## src/sbq_pkg.sv

```systemverilog
// shared types and constants for the stereo biquad high-pass block
// no dependencies; used by sbq_front, sbq_back and the top level
package sbq_pkg;

    // fixed field widths
    localparam int SBQ_SAMPLE_W = 32;
    localparam int SBQ_COEF_W = 32;
    localparam int SBQ_COEF_FRAC_BITS = 24;

    // two-entry queues on both sides
    localparam int SBQ_QDEPTH = 2;
    localparam int SBQ_QPTR_W = 1;
    localparam int SBQ_QCNT_W = 2;

    // configuration register indexes
    localparam int SBQ_CFG_IDX_W = 3;
    localparam logic [SBQ_CFG_IDX_W-1:0] SBQ_REG_B0 = 3'd0;
    localparam logic [SBQ_CFG_IDX_W-1:0] SBQ_REG_B1 = 3'd1;
    localparam logic [SBQ_CFG_IDX_W-1:0] SBQ_REG_B2 = 3'd2;
    localparam logic [SBQ_CFG_IDX_W-1:0] SBQ_REG_A1 = 3'd3;
    localparam logic [SBQ_CFG_IDX_W-1:0] SBQ_REG_A2 = 3'd4;
    localparam logic [SBQ_CFG_IDX_W-1:0] SBQ_REG_EN = 3'd5;

    // one classified stereo frame
    typedef struct packed {
        logic signed [SBQ_SAMPLE_W-1:0] left;
        logic signed [SBQ_SAMPLE_W-1:0] right;
        logic                           last;
        logic                           filt;
    } t_frame;

    // section coefficients
    typedef struct packed {
        logic signed [SBQ_COEF_W-1:0] b0;
        logic signed [SBQ_COEF_W-1:0] b1;
        logic signed [SBQ_COEF_W-1:0] b2;
        logic signed [SBQ_COEF_W-1:0] a1;
        logic signed [SBQ_COEF_W-1:0] a2;
    } t_coefs;

endpackage

```

## src/sbq_front.sv

```systemverilog
// front end: accepts stereo frames, tags them as filter or bypass, queues them
// depends on sbq_pkg
module sbq_front (
    input  logic                                     i_clk,
    input  logic                                     i_rst_n,
    input  logic                                     i_push,
    output logic                                     o_full,
    input  logic signed [sbq_pkg::SBQ_SAMPLE_W-1:0]  i_sample_left,
    input  logic signed [sbq_pkg::SBQ_SAMPLE_W-1:0]  i_sample_right,
    input  logic                                     i_frame_last,
    input  logic                                     i_filter_en,
    output logic                                     o_valid,
    output sbq_pkg::t_frame                          o_frame,
    input  logic                                     i_take
);

    sbq_pkg::t_frame r_mem [sbq_pkg::SBQ_QDEPTH];
    logic [sbq_pkg::SBQ_QPTR_W-1:0] r_wr_ptr, n_wr_ptr;
    logic [sbq_pkg::SBQ_QPTR_W-1:0] r_rd_ptr, n_rd_ptr;
    logic [sbq_pkg::SBQ_QCNT_W-1:0] r_count, n_count;
    logic                           wr_ok;
    logic                           rd_ok;
    sbq_pkg::t_frame                frame_in;

    // classify the incoming frame
    always_comb begin
        frame_in.left  = i_sample_left;
        frame_in.right = i_sample_right;
        frame_in.last  = i_frame_last;
        frame_in.filt  = i_filter_en;
    end

    // handshake flags
    assign o_full  = (r_count == sbq_pkg::SBQ_QCNT_W'(sbq_pkg::SBQ_QDEPTH));
    assign o_valid = (r_count != '0);
    assign wr_ok   = i_push && !o_full;
    assign rd_ok   = i_take && o_valid;
    assign o_frame = r_mem[r_rd_ptr];

    // pointer and count update
    always_comb begin
        n_wr_ptr = r_wr_ptr + sbq_pkg::SBQ_QPTR_W'(wr_ok);
        n_rd_ptr = r_rd_ptr + sbq_pkg::SBQ_QPTR_W'(rd_ok);
        n_count  = r_count + sbq_pkg::SBQ_QCNT_W'(wr_ok) - sbq_pkg::SBQ_QCNT_W'(rd_ok);
    end

    always_ff @(posedge i_clk) begin
        if (!i_rst_n) begin
            r_wr_ptr <= '0;
            r_rd_ptr <= '0;
            r_count  <= '0;
        end else begin
            r_wr_ptr <= n_wr_ptr;
            r_rd_ptr <= n_rd_ptr;
            r_count  <= n_count;
        end
    end

    // queue storage
    always_ff @(posedge i_clk) begin
        if (wr_ok) begin
            r_mem[r_wr_ptr] <= frame_in;
        end
    end

endmodule

```

## config.mk

```make
export PLATFORM = sky130hd
export DESIGN_NAME = sbq_front
export DESIGN_NICKNAME = d
export VERILOG_FILES = /design/src/sbq_pkg.sv /design/src/sbq_front.sv
export SDC_FILE = /design/constraint.sdc
export NUM_CORES = 1
export LEC_CHECK = 0
export BUFFER_PORTS_ARGS = -buffer_cell sky130_fd_sc_hd__buf_2
export CAP_MARGIN = 20
export CORE_ASPECT_RATIO = 2
export CORE_UTILIZATION = 45
export DETAILED_ROUTE_END_ITERATION = 6
export GPL_TIMING_DRIVEN = 0
export PLACE_DENSITY = 0.7
export SLEW_MARGIN = 20
export SYNTH_ARGS = -nofsm -noshare
export SYNTH_HDL_FRONTEND = slang
export SYNTH_SLANG_ARGS = --single-unit
```

## constraint.sdc

```tcl
create_clock -name i_clk -period 3.7 [get_ports i_clk]
set_clock_uncertainty 0.15 [all_clocks]
set_input_delay 0.74 -clock i_clk [delete_from_list [all_inputs] [get_ports i_clk]]
set_output_delay 0.74 -clock i_clk [all_outputs]
set_load 0.02 [all_outputs]
```

After elaboration in Yosys (flattened, before gate mapping)

Memory sizes are Yosys's and may differ from the RTL's. A register that Yosys moved wholly into a read port is not among the register bits.
Index checks and enable logic that the tools add are counted.

$add $sub $neg: 4
Equality and inequality tests: 1
Mux-type cells: 3
Reduce and logical (&&, ||, !) cells: 4

Operator list:

| operator                              | number |
|---|---|
| 2-to-1 mux 1 bit                      | 3 |
| adder 1 bit                           | 2 |
| adder 2 x 1 -> 2 bit                  | 1 |
| == test 2 bit (second input constant) | 1 |
| logical AND 1 bit                     | 2 |
| nonzero test 2 bit                    | 1 |
| subtractor 2 x 1 -> 2 bit             | 1 |
| logical NOT 1 bit                     | 1 |

Bits in registers: 4
RAM bits: 132
Bits of input ports: 70
Output and inout bits: 68
Memories: 1

Memories:

| memory | depth | width | read ports | clocked after Yosys merged registers in | write ports | line            | RTL |
|---|---|---|---|---|---|---|---|
| r_mem  | 2     | 66    | 1          | 1                                       | 1           | sbq_front.sv:17 | `sbq_pkg::t_frame r_mem [sbq_pkg::SBQ_QDEPTH];` |

Logic depth before layout (Yosys ltp)

Gate-level depths: netlist of the first run.

Depth after elaboration: 5
Depth in mapped cells: 7

Least setup slack after synthesis of the first run

Ideal clock, no wire load.

Path kind: input to register
From: input i_push
To: memory r_mem[1][0] (netlist bit) (enable)
Arrival time: 2.473 ns
Data required time: 3.119 ns
Setup slack: 0.646 ns
Cell stages on the path: 2
Buffers on the path: 0
Path through: and2_1 -> ha_1

Longest elaborated chain between the ends: 3

Ends and longest elaborated chain:

| item                                   | line            | RTL |
|---|---|---|
| start, declared                        | sbq_front.sv:6  | `input logic i_push,` |
| logical AND 1 bit                      | sbq_front.sv:36 | `assign wr_ok = i_push && !o_full;` |
| 2-to-1 mux 1 bit                       | sbq_front.sv:61 | `if (wr_ok) begin` |
| 2-to-1 mux 1 bit (not written as such) | sbq_front.sv:62 | `r_mem[r_wr_ptr] <= frame_in;` |
| end, declared                          | sbq_front.sv:17 |  |

Every way passes these cells.

==> flow_summary.toml, run 1 <==
[synthesis]
syn_area_mm2 = 0.00519
synthCells = 230
syn_nets = 304
avgSynthCellArea_um2 = 22.5
synth.distinct_cells = 16
yosysWarnings = 0
synth-seq-cells = 137
yosysSeqAreaShare_pct = 78.4

[drt]
vias_per_cell = 4.79
firstDrtPassIters = 4
via_count = 2602
ant_nets = 0
remaining_drc_errors = 0
routed_wl_um = 8780
dr.first_iter.drc_count = 70
wl_per_cell_um = 16.2

[timing]
finalSetupViolations = 0
final_max_slew_viol_count = 0
min_period_ps = 2500
hold_viol_final = 0
rsz0062_at_grt = "no"
tightest_slew_ps = 429
fmax_mhz = 401
relSlewSlack_pct = 71.4
fin_crit_sh_pct = 67.5

[worst_hold_path]
hp-class = "reg -> reg"

[power_and_ir_drop]
power_mw = 4.95
power_density_mw_per_mm2 = 739
p_clk_share_pct = 33.3
pwr-share-comb_pct = 25.8
p_int_mw = 3.59
seqPwrFrac_pct = 40.9
switching_share_pct = 27.5
p_leak_nw = 2.63
switchingPower_mw = 1.36
peakVddDrop_mv = 0.666

[critical_path]
cp_cell_sequence = "buf_6, buf_6, mux2_4, buf_2"
cp_slowest_cell = "dfxtp_1"
critPathRequiredTime_ps = 2810
cp.arrival_ps = 1610
critPathCaptureType = "primary output"
critPathMaxFanout = 10
cp-start-kind = "flop"
cpPeakStageDelay_ps = 350
critical_path_class = "reg -> out"
cp_common_cell = "buf_6"

[clock_network]
cts-root-buf = "clkbuf_16"
ctsLongestPathBuffers = 2
cts_buffers = 17
clk_pin_slew_ps = 50
cts_tree = "yes"
cts_setup_buffers = 0
ctsResizeCount = 0
postCtsHoldBufs = 0
clk_latency_ps = 400
numClockSinks = 137
htree_levels = 4

[run]
cap_violations = 0

[global_route]
grt_pass1_vias = 2685
overflow = 0
antenna_found_initial = 1
grt_usage_pct = 15.3
grt_max_degree = 41
grt_pass1_wl_um = 13200

[die]
dieArea_mm2 = 0.0120
ioPinCount = 138
coreArea_mm2 = 0.0113
initial_core_util_pct = 46.0
die_h_um = 154
fp-row-count = 55
dieWidth_um = 77.9

[finish]
area_delta_synth_final_pct = 29.2
drive_above_1_share_pct = 60.5
nets = 462
final_util_pct = 59.4

[status]
status = "completed"

[place]
port_buffers = 137
hpwlAfterDp_um = 6000
place_congestion = 0.679
-- layout make-up --
type | count | area (um2)
fill | 894 | 4590
sequential | 137 | 4060
multi-input combinational | 83 | 1070
timing repair buffer | 139 | 726
clock buffer | 18 | 429
tap | 142 | 178
clock inverter | 13 | 154
buffer | 7 | 66.3
inverter | 3 | 11.3
antenna | 1 | 2.50
-- cell families (layout without fill, tap and decap cells) --
logic type | count (synthesis) | count (layout) | synth area share [%]
AO/OA/AOI/OAI | 1 | 1 | 0.145
XOR/XNOR | 1 | 1 | 0.434
adder cells (fa/ha/maj) | 4 | 4 | 0.965
buffers and inverters | 10 | 180 | 1.50
flip-flops | 137 | 137 | 78.4
multiplexers | 68 | 68 | 17.6
other | 0 | 1 | 0
AND/OR/NAND/NOR | 9 | 9 | 0.989
-- routing by layer --
| layer | share of wire (%) | up-vias | global-route usage (%) | routed length, um |
|---|---|---|---|---|
| met4 | 2.7 | 0 | 8.38 | 234 |
| met2 | 59 | 81 | 29.0 | 5150 |
| met5 | 0 | - | 0 | 0 |
| met3 | 4.1 | 14 | 4.51 | 360 |
| li1 | - | 1222 | - | - |
| met1 | 35 | 1285 | 14.2 | 3030 |
-- cells in the mapped netlist --
library cell	n	area share, %
and2_1	2	0.24
buf_2	2	0.19
buf_6	5	1.1
dfxtp_1	5	1.9
edfxtp_1	132	76
ha_1	4	0.97
inv_1	3	0.22
mux2_2	26	5.6
mux2_4	40	12
mux2i_1	2	0.39
nand2_1	2	0.14
nand2b_1	2	0.24
nor2b_1	2	0.24
o21a_1	1	0.14
or2_2	1	0.12
xnor3_1	1	0.43
-- metrics by stage --
stage          setup slack [ps]  cells  setup TNS, ps  area [um2]  hold slack, ps
2_1_floorplan               646    230              0        5190             302
3_3_place_gp               -243    509         -31460        6050             309
3_5_place_dp               1390    511              0        6110             332
4_1_cts                    1150    542              0        6700             346
5_1_grt                    1110    543              0        6700             351
6_report                   1200    543              0        6700             339
-- placed cells by master (no fill, tap or decap) --
cell        synthesis  final
dfxtp_1             5      5
nor2b_1             2      2
buf_12              0      2
buf_6               5      5
bufinv_16           0      3
diode_2             0      1
clkbuf_16           0     17
o21a_1              1      1
nand2b_1            2      2
inv_6               0      1
mux2_2             26     26
clkinv_1            0      3
mux2_4             40     40
ha_4                0      2
ha_1                4      2
clkinv_2            0      2
clkinv_4            0      3
clkinvlp_4          0      1
xnor3_1             1      1
edfxtp_1          132    132
mux2i_1             2      2
nand2_1             2      2
inv_1               3      3
buf_2               2    139
and2_1              2      2
clkbuf_1            0      1
or2_2               1      1
-- final timing paths --
check | from | to | slack [ps] | depth (start not counted)
worst max-delay path | flop | o_frame[36] | 1200 | 4
worst min-delay path | r_rd_ptr | flop | 340 | 2
worst max register to register | r_count[0] | r_mem[0][34] | 1720 | 4
worst min register to register | r_rd_ptr | flop | 340 | 2
-- critical path, delay by kind of cell (launching register included) --
family / cells / cell delay, ps
buffers and inverters: 3 / 540
muxes: 1 / 310
DFF: 1 / 350
-- power by group through the flow --
| stage | registers, mW | clock network, mW | logic, mW |
|---|---|---|---|
| global route | 2.04 | 1.76 | 1.36 |
| detailed placement | 2.06 | 0 | 1.30 |
| global placement | 2.07 | 0 | 1.25 |
| finish | 2.03 | 1.65 | 1.28 |
| floorplan | 2.05 | 0 | 0.909 |
| CTS | 2.03 | 1.68 | 1.31 |
-- sequential cells by signal, summed over array words and instances, names as in the netlist, named ones only --
name and cells:
r_wr_ptr 1, r_rd_ptr 1, r_count 2, r_mem 132
(Power assumes the default switching activity.)
==> run 2, diff against run 1 <==
- ABC_AREA: not set -> 1
- PLACE_DENSITY: 0.7 -> 0.73
- clock period: 3.7 -> 2.28 ns (I/O delays scaled with it)
==> run 2 against run 1 <==
Global-route usage increased by 0.75 points; die area barely moved; sequential power up 67%; flip-flop and latch count stayed put; final area is 0.90% higher; via count rose by 1.1%; critical endpoint is now o_frame[17]; clock power rose by 67%; highest routed layer unchanged; power up 71%; synthesized cell count increased by 5.2%; setup slack worse by 1100 ps.
==> flow_summary.toml, run 2 <==
[status]
status = "completed"

[finish]
top_regs = "r_mem (132), r_count (2)"
largest_register_ffs = 132
final_cells = 556
antenna_cells = 0
design_area_mm2 = 0.00676
mostFrequentLayoutCells = "buf_2 (139), edfxtp_1 (132), mux2_4 (40), mux2_2 (26), clkbuf_16 (17)"
drive_above_1_share_pct = 59.4
top_register = "r_mem"
nets = 477
final_util_pct = 59.9
final_common_cell = "buf_2"
area_delta_synth_final_pct = 30.4

[critical_path]
r2r-start = "r_count[1]"
ff2ff_path_depth = 5
cp.arrival_ps = 1580
critPathMaxFanout = 10
critical_path_class = "reg -> out"
r2r-end = "r_mem[0][9]"
cp-start-kind = "flop"
critPathRequiredTime_ps = 1670
critPathCaptureType = "primary output"
timing.reg2reg.setup_slack_ps = 310

[drt]
firstDrtPassIters = 4
wl_per_cell_um = 16.1
routed_wl_um = 8930
dr.first_iter.drc_count = 86
remaining_drc_errors = 0
vias_per_cell = 4.73
via_count = 2630
ant_nets = 0

[power_and_ir_drop]
p_leak_nw = 2.67
peakVddDrop_mv = 0.749
power_density_mw_per_mm2 = 1250
power_mw = 8.47

[timing]
hold_viol_final = 0
tightest_slew_ps = 431
finalSetupViolations = 0
relSlewSlack_pct = 71.3
hold_ws_ps = 89.5
final_max_slew_viol_count = 0
min_period_ps = 2190
fmax_mhz = 457
fin_crit_sh_pct = 95.9
rsz0062_at_grt = "no"
setup-tns-final_ps = 0
fin_ws_ps = 92.4

[global_route]
grt_pass1_vias = 2933
grt_max_degree = 40
overflow = 0
grt_pass1_wl_um = 14000
grt_usage_pct = 16.1
antenna_found_initial = 0

[synthesis]
syn_nets = 316
yosysWarnings = 0
netlist_top_cells_count = "edfxtp_1 (132), mux2_4 (40), mux2_2 (26), inv_1 (10), nor2_1 (8)"
yosys.area.top_type = "edfxtp_1"
synth.distinct_cells = 13
synth-edff-count = 132
synth_top_area_share_pct = 76.5
synthCells = 242
yosysSeqAreaShare_pct = 78.4
avgSynthCellArea_um2 = 21.4
synth.area.top_cells = "edfxtp_1 (76%), mux2_4 (12%), mux2_2 (5.6%)"
yosys.cell_count.top_type = "edfxtp_1"
synth-seq-cells = 137
synth_ff_type = "edfxtp_1"
syn_area_mm2 = 0.00518
synthArstFlopShare_pct = 0

[worst_hold_path]
hold_start = "i_sample_right[6]"
min_path_cells = 1
hp-class = "in -> reg"
whs_endpoint = "r_mem[0][8]"

[die]
coreArea_mm2 = 0.0113
ioPinCount = 138
fp-row-count = 55
die_h_um = 154
dieArea_mm2 = 0.0120
initial_core_util_pct = 45.9
dieWidth_um = 77.9

[clock_network]
clk_pin_slew_ps = 60
clk_latency_ps = 400
numClockSinks = 137
ctsLongestPathBuffers = 2
cts_buffers = 17
cts_tree = "yes"
cts-root-buf = "clkbuf_16"
htree_levels = 4

[run]
cap_violations = 0

[place]
placed_cell_area_mm2 = 0.00611
port_buffers = 137
dpl_worst_slack_ps = 221
place_congestion = 0.694
hpwlAfterDp_um = 6190
place_inst = 523
## run 2: cell types whose count changed in the layout (fill, tap and decap cells not counted), sizes merged, moves of 2 or more
cell | before | now
nand2b | 2 | 0
nand2 | 2 | 6
nor2 | 0 | 8
mux2i | 2 | 0
clkinvlp | 1 | 4
and2 | 2 | 0
buf | 146 | 149
inv | 4 | 10
clkinv | 8 | 4
nand3 | 0 | 2
nor2b | 2 | 0
## run 2: area by class of cell
class | instances | area [um2]
inverter | 10 | 37.5
sequential | 137 | 4060
buffer | 7 | 85.1
clock inverter | 12 | 178
tap | 142 | 178
fill | 888 | 4530
timing repair buffer | 142 | 748
multi-input combinational | 88 | 1040
clock buffer | 18 | 429
## run 2: critical path: stages (launching register included)
cell and delay, ps:
dfxtp_1 370, buf_8 160, buf_8 170, mux2_4 320, buf_2 160
## run 2: logic make-up (layout without fill, tap and decap cells)
family | after synthesis | after routing | synth area share [%]
AOI/OAI and AO/OA | 2 | 2 | 0.193
adders and majority gates | 4 | 4 | 0.966
buffers and inverters | 17 | 189 | 2.00
DFF | 137 | 137 | 78.4
muxes | 66 | 66 | 17.2
and+or+nand+nor | 16 | 16 | 1.21
## run 2: power breakdown
group	leakage (nW)	switching, mW	internal, mW
Sequential	1.27	0.118	3.27
Clock	0.284	0.942	1.81
Combinational	1.11	1.31	1.02
## run 2: layer usage
metal	vias to the layer above	GRT usage, %	routed length, um
li1	1253	-	-
met1	1266	14.3	2980
met2	95	30.3	5260
met3	16	5.76	476
met4	0	8.82	219
met5	-	0	0
## run 2: repair_timing
| action | CTS | global route |
|---|---|---|
| hold buffers | 0 | 0 |
| gates resized for setup | 0 | 5 |
| setup buffers | 0 | 3 |
| endpoints found under the setup margin | 0 | 39 |
## run 2: worst max-delay path by stage
stage,endpoint,slack (ps)
global placement,r_mem[1][19],-1430
detailed placement,r_mem[1][30],220
floorplan,r_mem[1][0],-530
finish,o_frame[17],90
CTS,o_frame[17],20
global route,o_frame[60],0.4
